File: config.mk
export PLATFORM = sky130hd
export DESIGN_NAME = sync_header_crc_frame_receiver
export DESIGN_NICKNAME = d
export VERILOG_FILES = /design/src/rtl/shcfr_pkg.sv /design/src/rtl/shcfr_crc_byte.sv /design/src/rtl/sync_header_crc_frame_receiver.sv
export SDC_FILE = /design/constraint.sdc
export NUM_CORES = 1
export LEC_CHECK = 0
export BUFFER_PORTS_ARGS = -buffer_cell sky130_fd_sc_hd__buf_2
export CAP_MARGIN = 20
export CORE_UTILIZATION = 45
export CTS_CLUSTER_SIZE = 12
export DETAILED_ROUTE_END_ITERATION = 7
export GPL_TIMING_DRIVEN = 0
export PLACE_DENSITY = 0.68
export SLEW_MARGIN = 20
export SYNTH_ARGS = -nofsm -noshare
export SYNTH_HDL_FRONTEND = slang
export SYNTH_SLANG_ARGS = --single-unit
File: constraint.sdc
create_clock -name clk -period 4.3 [get_ports clk]
set_input_delay 0.86 -clock clk [delete_from_list [all_inputs] [get_ports clk]]
set_output_delay 0.86 -clock clk [all_outputs]
set_load 0.01 [all_outputs]
File: src/rtl/shcfr_pkg.sv
// Shared types and constants for the sync-header CRC frame receiver.
// Self-contained; imported by every module in rtl/.
package shcfr_pkg;

	// sync pair and header layout
	localparam logic [7:0]  SYNC_FIRST    = 8'h56;   // 'V'
	localparam logic [7:0]  SYNC_SECOND   = 8'h4C;   // 'L'
	localparam logic [3:0]  HDR_LAST_POS  = 4'd15;
	localparam logic [15:0] HDR_BYTES     = 16'd16;
	localparam logic [15:0] MIN_PAYLOAD   = 16'd14;
	localparam logic [7:0]  HDR_VERSION   = 8'd1;
	localparam logic [7:0]  HDR_TYPE      = 8'd1;

	// header byte positions
	localparam logic [3:0] POS_VERSION = 4'd2;
	localparam logic [3:0] POS_TYPE    = 4'd3;
	localparam logic [3:0] POS_HLEN_LO = 4'd4;
	localparam logic [3:0] POS_HLEN_HI = 4'd5;
	localparam logic [3:0] POS_PLEN_LO = 4'd6;
	localparam logic [3:0] POS_PLEN_HI = 4'd7;
	localparam logic [3:0] POS_CRC_B0  = 4'd12;
	localparam logic [3:0] POS_CRC_B1  = 4'd13;
	localparam logic [3:0] POS_CRC_B2  = 4'd14;
	localparam logic [3:0] POS_CRC_B3  = 4'd15;

	// CRC-32, reflected
	localparam logic [31:0] CRC_INIT = 32'hFFFF_FFFF;
	localparam logic [31:0] CRC_POLY = 32'hEDB8_8320;

	localparam logic [15:0] MAX_PAYLOAD_RESET = 16'd1514;

	typedef enum logic [2:0] {
		EV_PAYLOAD  = 3'd0,
		EV_LAST_OK  = 3'd1,
		EV_LAST_CRC = 3'd2,
		EV_BAD_SYNC = 3'd3,
		EV_BAD_VER  = 3'd4,
		EV_BAD_LEN  = 3'd5
	} event_t;

	typedef enum logic [3:0] {
		PH_HUNT    = 4'b0001,
		PH_SECOND  = 4'b0010,
		PH_HEADER  = 4'b0100,
		PH_PAYLOAD = 4'b1000
	} phase_t;

endpackage

File: src/rtl/shcfr_crc_byte.sv
// One-byte update of the reflected CRC-32 (polynomial 0xEDB88320).
// Depends on shcfr_pkg for the polynomial.
module shcfr_crc_byte (
	input  logic [31:0] crc_in,
	input  logic [7:0]  data_in,
	output logic [31:0] crc_out
);
	import shcfr_pkg::*;

	always_comb begin
		logic [31:0] c;
		c = crc_in ^ {24'd0, data_in};
		for (int i = 0; i < 8; i++) begin
			c = {1'b0, c[31:1]} ^ (CRC_POLY & {32{c[0]}});
		end
		crc_out = c;
	end

endmodule

File: src/rtl/sync_header_crc_frame_receiver.sv
// Sync-header CRC frame receiver: top level with input stage, frame parser and result register.
// Depends on shcfr_pkg and shcfr_crc_byte.
//
// Path: an accepted byte is held in the input register, parsed combinationally, and
//   its result beat, if any, is loaded into the result register when the parser advances.
// Throughput: one byte per cycle unless the output side stalls; the parser state and the
//   byte-wide CRC update are combinational between the input and result registers.
// Reset (arst_n low, asynchronous): hunt for 'V', counters and header fields cleared,
//   running CRC all ones, max payload length 1514, both stages empty.
module sync_header_crc_frame_receiver (
	input  logic        clk,
	input  logic        arst_n,
	// configuration: max payload length
	input  logic        cfg_we,
	input  logic [15:0] cfg_wdata,
	// byte input
	input  logic        in_valid,
	output logic        in_stall,
	input  logic [7:0]  rx_byte,
	// result output
	output logic        out_valid,
	input  logic        out_stall,
	output logic [2:0]  event_res,
	output logic [7:0]  data_byte,
	output logic        last
);
	import shcfr_pkg::*;

	// ---------------------------------------------------------------
	// Configuration register
	// ---------------------------------------------------------------
	logic [15:0] max_payload_q;

	always_ff @(posedge clk or negedge arst_n) begin
		if (!arst_n) begin
			max_payload_q <= MAX_PAYLOAD_RESET;
		end else if (cfg_we) begin
			max_payload_q <= cfg_wdata;
		end
	end

	// ---------------------------------------------------------------
	// Input stage: hold one byte until the parser can take it.
	// The parser advances whenever the result register is free or
	// being drained this cycle, so a new beat is taken every cycle
	// unless the output side stalls.
	// ---------------------------------------------------------------
	logic       valid_s1;
	logic [7:0] byte_s1;
	logic       adv;
	logic       in_acc;

	assign adv      = valid_s1 && (!out_valid || !out_stall);
	assign in_stall = valid_s1 && !adv;
	assign in_acc   = in_valid && !in_stall;

	always_ff @(posedge clk or negedge arst_n) begin
		if (!arst_n) begin
			valid_s1 <= 1'b0;
		end else begin
			valid_s1 <= in_acc || (valid_s1 && !adv);
		end
	end

	always_ff @(posedge clk) begin
		if (in_acc) begin
			byte_s1 <= rx_byte;
		end
	end

	// ---------------------------------------------------------------
	// Parser state
	// ---------------------------------------------------------------
	phase_t      phase_q,        phase_d;
	logic [3:0]  header_count_q, header_count_d;
	logic [7:0]  version_q,      version_d;
	logic [7:0]  type_q,         type_d;
	logic [15:0] hdr_len_q,      hdr_len_d;
	logic [15:0] pay_len_q,      pay_len_d;
	logic [31:0] exp_crc_q,      exp_crc_d;
	logic [15:0] pay_cnt_q,      pay_cnt_d;
	logic [31:0] run_crc_q,      run_crc_d;

	logic [31:0] crc_next;
	logic [15:0] cnt_inc;

	// result of the byte in the input stage
	logic        res_valid;
	event_t      res_ev;
	logic [7:0]  res_data;
	logic        res_last;

	shcfr_crc_byte u_crc (
		.crc_in  (run_crc_q),
		.data_in (byte_s1),
		.crc_out (crc_next)
	);

	assign cnt_inc = pay_cnt_q + 16'd1;

	always_comb begin
		phase_d        = phase_q;
		header_count_d = header_count_q;
		version_d      = version_q;
		type_d         = type_q;
		hdr_len_d      = hdr_len_q;
		pay_len_d      = pay_len_q;
		exp_crc_d      = exp_crc_q;
		pay_cnt_d      = pay_cnt_q;
		run_crc_d      = run_crc_q;
		res_valid      = 1'b0;
		res_ev         = EV_PAYLOAD;
		res_data       = 8'd0;
		res_last       = 1'b0;

		unique case (phase_q)
			PH_HUNT: begin
				if (byte_s1 == SYNC_FIRST) begin
					phase_d        = PH_SECOND;
					header_count_d = 4'd1;
				end else begin
					res_valid = 1'b1;
					res_ev    = EV_BAD_SYNC;
				end
			end
			PH_SECOND: begin
				if (byte_s1 == SYNC_SECOND) begin
					phase_d        = PH_HEADER;
					header_count_d = POS_VERSION;
				end else if (byte_s1 == SYNC_FIRST) begin
					// a repeated 'V' re-syncs
					header_count_d = 4'd1;
				end else begin
					phase_d        = PH_HUNT;
					header_count_d = 4'd0;
					res_valid      = 1'b1;
					res_ev         = EV_BAD_SYNC;
				end
			end
			PH_HEADER: begin
				// capture little-endian header fields; flags are skipped
				unique case (header_count_q)
					POS_VERSION: version_d = byte_s1;
					POS_TYPE:    type_d    = byte_s1;
					POS_HLEN_LO: hdr_len_d = {hdr_len_q[15:8], byte_s1};
					POS_HLEN_HI: hdr_len_d = {byte_s1, hdr_len_q[7:0]};
					POS_PLEN_LO: pay_len_d = {pay_len_q[15:8], byte_s1};
					POS_PLEN_HI: pay_len_d = {byte_s1, pay_len_q[7:0]};
					POS_CRC_B0:  exp_crc_d = {exp_crc_q[31:8], byte_s1};
					POS_CRC_B1:  exp_crc_d = {exp_crc_q[31:16], byte_s1, exp_crc_q[7:0]};
					POS_CRC_B2:  exp_crc_d = {exp_crc_q[31:24], byte_s1, exp_crc_q[15:0]};
					POS_CRC_B3:  exp_crc_d = {byte_s1, exp_crc_q[23:0]};
					default:     ;
				endcase

				if (header_count_q != HDR_LAST_POS) begin
					header_count_d = header_count_q + 4'd1;
				end else if (version_q != HDR_VERSION || type_q != HDR_TYPE) begin
					// version or type wins over a length fault
					phase_d        = PH_HUNT;
					header_count_d = 4'd0;
					res_valid      = 1'b1;
					res_ev         = EV_BAD_VER;
				end else if (hdr_len_q != HDR_BYTES || pay_len_q < MIN_PAYLOAD ||
						pay_len_q > max_payload_q) begin
					phase_d        = PH_HUNT;
					header_count_d = 4'd0;
					res_valid      = 1'b1;
					res_ev         = EV_BAD_LEN;
				end else begin
					phase_d        = PH_PAYLOAD;
					header_count_d = 4'd0;
					pay_cnt_d      = 16'd0;
					run_crc_d      = CRC_INIT;
				end
			end
			PH_PAYLOAD: begin
				run_crc_d = crc_next;
				pay_cnt_d = cnt_inc;
				res_valid = 1'b1;
				res_data  = byte_s1;
				if (cnt_inc < pay_len_q) begin
					res_ev = EV_PAYLOAD;
				end else begin
					// final byte: compare the finished CRC, then hunt again
					phase_d        = PH_HUNT;
					header_count_d = 4'd0;
					res_last       = 1'b1;
					res_ev         = (crc_next == exp_crc_q) ? EV_LAST_OK : EV_LAST_CRC;
				end
			end
			default: begin
				phase_d        = PH_HUNT;
				header_count_d = 4'd0;
			end
		endcase
	end

	// advance the parser state only when the byte in the input stage is consumed
	always_ff @(posedge clk or negedge arst_n) begin
		if (!arst_n) begin
			phase_q        <= PH_HUNT;
			header_count_q <= 4'd0;
			version_q      <= 8'd0;
			type_q         <= 8'd0;
			hdr_len_q      <= 16'd0;
			pay_len_q      <= 16'd0;
			exp_crc_q      <= 32'd0;
			pay_cnt_q      <= 16'd0;
			run_crc_q      <= CRC_INIT;
		end else if (adv) begin
			phase_q        <= phase_d;
			header_count_q <= header_count_d;
			version_q      <= version_d;
			type_q         <= type_d;
			hdr_len_q      <= hdr_len_d;
			pay_len_q      <= pay_len_d;
			exp_crc_q      <= exp_crc_d;
			pay_cnt_q      <= pay_cnt_d;
			run_crc_q      <= run_crc_d;
		end
	end

	// ---------------------------------------------------------------
	// Result register: load a beat when one is produced, drop the
	// held beat once it has been taken.
	// ---------------------------------------------------------------
	logic       out_valid_q;
	event_t     out_ev_q;
	logic [7:0] out_data_q;
	logic       out_last_q;

	always_ff @(posedge clk or negedge arst_n) begin
		if (!arst_n) begin
			out_valid_q <= 1'b0;
		end else begin
			out_valid_q <= (out_valid_q && out_stall) || (adv && res_valid);
		end
	end

	always_ff @(posedge clk) begin
		if (adv && res_valid) begin
			out_ev_q   <= res_ev;
			out_data_q <= res_data;
			out_last_q <= res_last;
		end
	end

	assign out_valid = out_valid_q;
	assign event_res = out_ev_q;
	assign data_byte = out_data_q;
	assign last      = out_last_q;

	// ---------------------------------------------------------------
	// Assertions
	// ---------------------------------------------------------------
	a_last_matches_event: assert property (@(posedge clk) disable iff (!arst_n)
		out_valid_q |-> (out_last_q == (out_ev_q == EV_LAST_OK || out_ev_q == EV_LAST_CRC)))
		else $error("last flag disagrees with event code");

	a_error_data_zero: assert property (@(posedge clk) disable iff (!arst_n)
		out_valid_q && (out_ev_q == EV_BAD_SYNC || out_ev_q == EV_BAD_VER ||
		out_ev_q == EV_BAD_LEN) |-> (out_data_q == 8'd0))
		else $error("error beat carries data");

	a_header_position: assert property (@(posedge clk) disable iff (!arst_n)
		(phase_q == PH_HEADER) |-> (header_count_q >= POS_VERSION))
		else $error("header position out of range");

	a_held_byte_stable: assert property (@(posedge clk) disable iff (!arst_n)
		valid_s1 && !adv |=> valid_s1 && $stable(byte_s1))
		else $error("input stage lost a held byte");

	a_payload_count_bound: assert property (@(posedge clk) disable iff (!arst_n)
		(phase_q == PH_PAYLOAD) |-> (pay_cnt_q < pay_len_q))
		else $error("payload count ran past frame length");

endmodule

Yosys cells after proc, flatten, opt, wreduce, memory -nomap -nowiden
Index checks and enable logic that the tools add are counted.
{"block": "classes", "n_addsub": 2, "magnitude_cmp": 3, "eq_ne": 27, "muxes": 40, "bitwise_logic": 17, "reduce_logical": 29}
{"op": "XOR 31 x 32 -> 32 bit", "n": 8}
{"op": "case mux 32 bit (4 select lines)", "n": 1}
{"op": "2-to-1 mux 32 bit", "n": 3}
{"op": "case mux 16 bit (2 select lines)", "n": 3}
{"op": "case mux 32 bit (2 select lines)", "n": 1}
{"op": "2-to-1 mux 16 bit", "n": 3}
{"op": "2-to-1 mux 4 bit", "n": 10}
{"op": "equality test 32 bit", "n": 1}
{"op": "case mux 4 bit (4 select lines)", "n": 2}
{"op": "XOR 32 x 8 -> 32 bit", "n": 1}
{"op": "AND reduction 6 bit", "n": 4}
{"op": "equality test 4 x 3 -> 1 bit, second input constant", "n": 5}
{"op": "equality test 4 bit, second input constant", "n": 5}
{"op": "adder 16 x 1 -> 16 bit, second input constant", "n": 1}
{"op": "equality test 8 x 7 -> 1 bit, second input constant", "n": 2}
{"op": "> comparator 16 bit", "n": 1}
{"op": "less-than comparator 16 bit", "n": 1}
{"op": "less-than comparator 16 x 4 -> 1 bit, second input constant", "n": 1}
{"op": "!= test 16 x 5 -> 1 bit, second input constant", "n": 1}
{"op": "!= test 8 x 1 -> 1 bit, second input constant", "n": 2}
{"op": "AND reduction 4 bit", "n": 4}
{"op": "equality test 4 x 2 -> 1 bit, second input constant", "n": 3}
{"op": "2-to-1 mux 3 bit", "n": 4}
{"op": "case mux 3 bit (4 select lines)", "n": 1}
{"op": "other kinds (15)", "n": 50}
{"block": "totals", "regBits": 174, "input_bits": 29, "output_inout_bits": 14, "wordCells": 139}

Longest topological paths before layout
{"block": "logic_depth", "ltp_word": 13, "depth_mapped": 15, "ltp_nobuf": 14}

Modules after synthesis
From an unflattened synthesis, not the netlist that was laid out.
{"block": "hier_totals", "cells_unflattened": 859, "area_unflattened_um2": 9665.5}
{"mod": "sync_header_crc_frame_receiver", "n_inst": 1, "cells_each": 788, "area_per_inst_um2": 8853.5, "seq_area_each_um2": 4504.3}
{"mod": "shcfr_crc_byte", "n_inst": 1, "cells_each": 71, "area_per_inst_um2": 812.0, "seq_area_each_um2": 0.0}

Least setup slack after synthesis
Ideal clock, no wire load.
{"block": "synth_timing", "kind": "flip-flop to flip-flop", "from": "register pay_cnt_q[2]", "to": "register phase_q[0]", "setup_time_ns": 0.082, "arrival_time_ns": 3.347, "required_ns": 4.218, "path_slack_ns": 0.871, "path_stages_with_launch": 16, "path_buffers": 1, "synth_period_minus_slack_ns": 3.429, "path_cell_list": "dfrtp_1 nand3_1 nor2_1 and3_1 clkbuf_1 nand3_1 or2_2 xnor2_1 ha_1 a21o_1 a21o_1 a21oi_1 o21ai_0 o221a_2 nand3_1 mux2_2"}
{"block": "synth_between", "elab_chain_cells": 4}
{"item": "from (decl)", "line_no": "sync_header_crc_frame_receiver.sv:81", "rtl": "logic [15:0] pay_cnt_q, pay_cnt_d;"}
{"item": "from (signal assigned)", "line_no": "sync_header_crc_frame_receiver.sv:219", "rtl": "pay_cnt_q <= pay_cnt_d;"}
{"item": "adder 16 x 1 -> 16 bit", "line_no": "sync_header_crc_frame_receiver.sv:99", "rtl": "assign cnt_inc = pay_cnt_q + 16'd1;"}
{"item": "less-than comparator 16 bit", "line_no": "sync_header_crc_frame_receiver.sv:182", "rtl": "if (cnt_inc < pay_len_q) begin"}
{"item": "!= test 2 bit (no source line)"}
{"item": "AND reduction 5 bit (no source line)"}
{"item": "to (signal assigned)", "line_no": "sync_header_crc_frame_receiver.sv:212", "rtl": "phase_q <= phase_d;"}
{"item": "to (decl)", "line_no": "sync_header_crc_frame_receiver.sv:74", "rtl": "phase_t phase_q, phase_d;"}
No other way between the ends.
A chain may end at the register's enable or synchronous reset.

Worst setup path after layout
{"block": "layout_timing", "from": "register pay_cnt_q[0]", "to": "register phase_q[0]"}
Same word-level chain as after synthesis.

==> run summary <==
share of cells above drive strength 1 -> 23.40%
routed wire length -> 21.34 mm
hold buffers post-CTS -> 0
worst reg2reg path startpoint -> pay_cnt_q[0]
most frequent cells in the layout -> dfrtp_1 (114), nand2_1 (61), mux2_2 (58)
via count -> 6394
peak supply drop -> 0.3102 mV
Synth Area in Simple Gates -> 10.99%
CP max stage delay -> 0.44 ns
final design utilization -> 52.08%
core area -> 20360 um^2
TritonCTS clock tree -> built
Synth Area in XOR/XNOR -> 14.38%
compound-gate portion of the synthesized area -> 10.74%
critical path endpoint category -> flip-flop
CTS Buf Count -> 17
Seq pwr share -> 36.2%
sw frac -> 35.84%
clk_skew -> 0.01239 ns
CP cell instances -> nand3_1 > nor2_2 > and3_1 > clkbuf_1 > nand3_1 > or2_2 > nor2_1 > xor2_1 > ha_1 > nand4_1 > a21o_1 > o21ai_1 > o221a_2 > nand3_1 > mux2_2
Cell Int Power -> 3.606 mW
setup slack, reg-to-reg -> 0.34 ns
worst min path class -> in2async
HPWL Detailed -> 15.05 mm
startpoint types -> flip-flop
most common cell after layout, fill and taps aside -> dfrtp_1
initial antenna violation count -> 0
Post-route DRC -> 0
synthesized cell area -> 9429 um^2
Max Cap Viol -> 0
die footprint -> 21540 um^2
Detailed Route Iter0 Violations -> 405
adder-cell share of the synthesized area -> 4.777%
Via density -> 5.498
YS warnings -> 0
Synth Instances -> 818
Routed Antenna Nets -> 0
largest net degree at the start of global routing -> 95
Worst-Margin Slew -> 0.8931 ns
CP dominant cell by count -> nand3_1
syn_area_per_cell -> 11.53 um^2
Worst Path Arrival -> 4.33 ns
gr ovfl total -> 0
GRT Util Overall -> 20.94%
I/O Buffers -> 42
worst-skew pair later-pin latency -> 0.44 ns
Reg2Reg Depth -> 15
first-pass GRT wire length -> 34.65 mm
critical path fanouts, max -> 8
Synth area leader -> dfrtp_1
Setup crit end -> phase_q[0]
unrepaired setup endpoints after global routing -> no
clk slew on worst S/H paths -> 0.08 ns
Slew Limit Fails -> 0
CP max-delay cell -> dfrtp_1
fin nets -> 945
post-synthesis sequential area ratio -> 47.77%
H-tree Lvls -> 4
final setup TNS -> 0 ns
fin crit period -> 3.963 ns
worst hold margin -> 0.3373 ns
Placement Setup Slack -> 0.1289 ns
Mapped Nets -> 883
Post-synth ARST share -> 88.51%
Clock Power Share -> 27.0%
initial core utilization -> 46.30%
top area cells in the synthesized netlist -> dfrtp_1 (30%), dfstp_2 (11%), mux2_2 (6.9%)
Most used DFF post-synth -> dfrtp_1
P per Cell Area -> 529.9 nW/um^2
post-synthesis register bit count -> 174
multiplexer share of the synthesized area -> 8.094%
main combinational cell family by area after synthesis -> XOR/XNOR gates
WL per Instance -> 18.35 um
Yosys top cell area share -> 30.25%
Crit Reg-Reg Endpoint -> phase_q[0]
critical path type -> reg2reg
num ports -> 43
root buffer cell -> clkbuf_16
CP Launch Point -> pay_cnt_q[0]
final hold vios -> 0
total power -> 5.620 mW
outcome -> completed
clk sink count -> 174
# rows -> 52
Gate power share -> 36.8%
Final Cycle Share -> 92.17%
f_max -> 0.2523 GHz
relative slew slack -> 40.46%
DIE HEIGHT -> 146.8 um
Net Switching -> 2.014 mW
die span in x -> 146.8 um
ant diodes -> 0
final setup vio count -> 0
final setup margin -> 0.3366 ns
Yosys cell types -> 61
Worst Path Required -> 4.67 ns
RD Place Congestion -> 0.8281
CTS Buffer Depth -> 2
number of global-route vias before repair -> 6433
Post-synth EDFFs -> 20
Pre-Repair DR Iteration Count -> 5
Pleak -> 4.827 nW
Area Overhead vs Synth -> 12.47%
[metal layers]
metal | up-vias | wire (um) | GRT usage [%]
met5 | - | 0 | 0
met4 | 0 | 359 | 6.927
met3 | 26 | 852 | 3.354
met2 | 136 | 9912 | 32.73
met1 | 3194 | 10220 | 29.71
li1 | 3038 | - | -
[cells by family (layout without fill, tap and decap cells)]
family,count (synthesis),count (layout)
muxes,69,69
DFF,174,174
and+or+nand+nor,192,192
AOI/OAI and AO/OA,149,149
buffers and inverters,80,155
xor gates and xnor gates,118,118
adders and majority gates,36,36
[per-stage QoR]
step	area (um^2)	instances
final	10610	1163
after global routing	10610	1163
after CTS	10600	1163
after detailed placement	10030	1131
after global placement	9977	1130
after floorplan	9429	818
[final cells by class]
type | count | area [um^2]
repair buffers | 43 | 247.7
clock buffers | 18 | 429.2
plain buffers | 30 | 118.9
multi-input cells | 564 | 4636
inverters | 50 | 187.7
clock inverters | 14 | 143.9
flip-flops and latches | 174 | 4504
well taps | 270 | 337.8
fillers | 1758 | 9759
[how the worst min path moves through the flow]
stage	slack, ns	cells after the start	start	end
after CTS	0.36	1	arst_n	max_payload_q[15]
after global placement	0.49	1	hdr_len_q[4]	hdr_len_q[4]
after global routing	0.38	1	arst_n	max_payload_q[15]
after detailed placement	0.49	1	hdr_len_q[4]	hdr_len_q[4]
after floorplan	0.47	1	type_q[0]	type_q[0]
final	0.34	1	arst_n	max_payload_q[15]
[critical path, delay by kind of cell (launching register included)]
| family | cells | cell delay (ns) |
|---|---|---|
| multiplexers | 1 | 0.34 |
| adder cells (fa/ha/maj) | 1 | 0.30 |
| XOR/XNOR | 1 | 0.11 |
| flip-flops | 1 | 0.44 |
| AND/OR/NAND/NOR | 8 | 1.68 |
| buffers and inverters | 1 | 0.21 |
| AO/OA/AOI/OAI | 3 | 0.82 |
[power groups by stage]
stage	registers [mW]	clock network (mW)	logic, mW
finish	2.03	1.52	2.07
floorplan	2.05	0	1.56
global route	2.05	1.60	2.23
detailed placement	2.06	0	2.04
global placement	2.06	0	2.02
CTS	2.03	1.55	2.06
[sequential cells by signal, indices dropped and copies added, names as in the netlist]
signal          cells
exp_crc_q          32
run_crc_q          32
hdr_len_q          16
max_payload_q      16
pay_cnt_q          16
pay_len_q          16
byte_s1             8
data_byte           8
type_q              8
version_q           8
header_count_q      4
phase_q             4
event_res           3
last                1
out_valid           1
valid_s1            1
[synth_stat cells (2+ instances only)]
cell,count
nor4b_1,3
a41oi_1,2
xor3_1,2
edfxtp_1,20
nand3_1,26
ha_1,36
nand3b_1,2
nor2_1,22
nor3_1,9
and3_1,6
a21oi_1,19
buf_2,5
nor4_1,15
nor3b_1,2
nor3b_2,4
a31oi_1,6
xnor2_2,8
o221a_2,2
and4b_1,3
o2bb2ai_1,7
mux2_2,58
o22a_1,2
nand4_1,9
or3_1,6
nand2_1,61
mux2i_1,11
nor2b_1,4
xnor3_1,6
dfstp_2,40
xor2_1,37
o211ai_1,2
a2bb2oi_1,29
buf_1,2
xnor2_4,8
dfrtp_1,114
clkbuf_1,23
inv_1,50
xnor2_1,57
o21ai_0,51
a22o_1,6
o21a_1,4
a21o_1,9
nand3b_2,2
and2_1,11
[what timing repair did]
action                                  4_1_cts  5_1_grt
gates resized for setup                       0        3
buffers inserted                              0        0
endpoints found under the setup margin        0        4
Power figures use the tool's default switching activity.
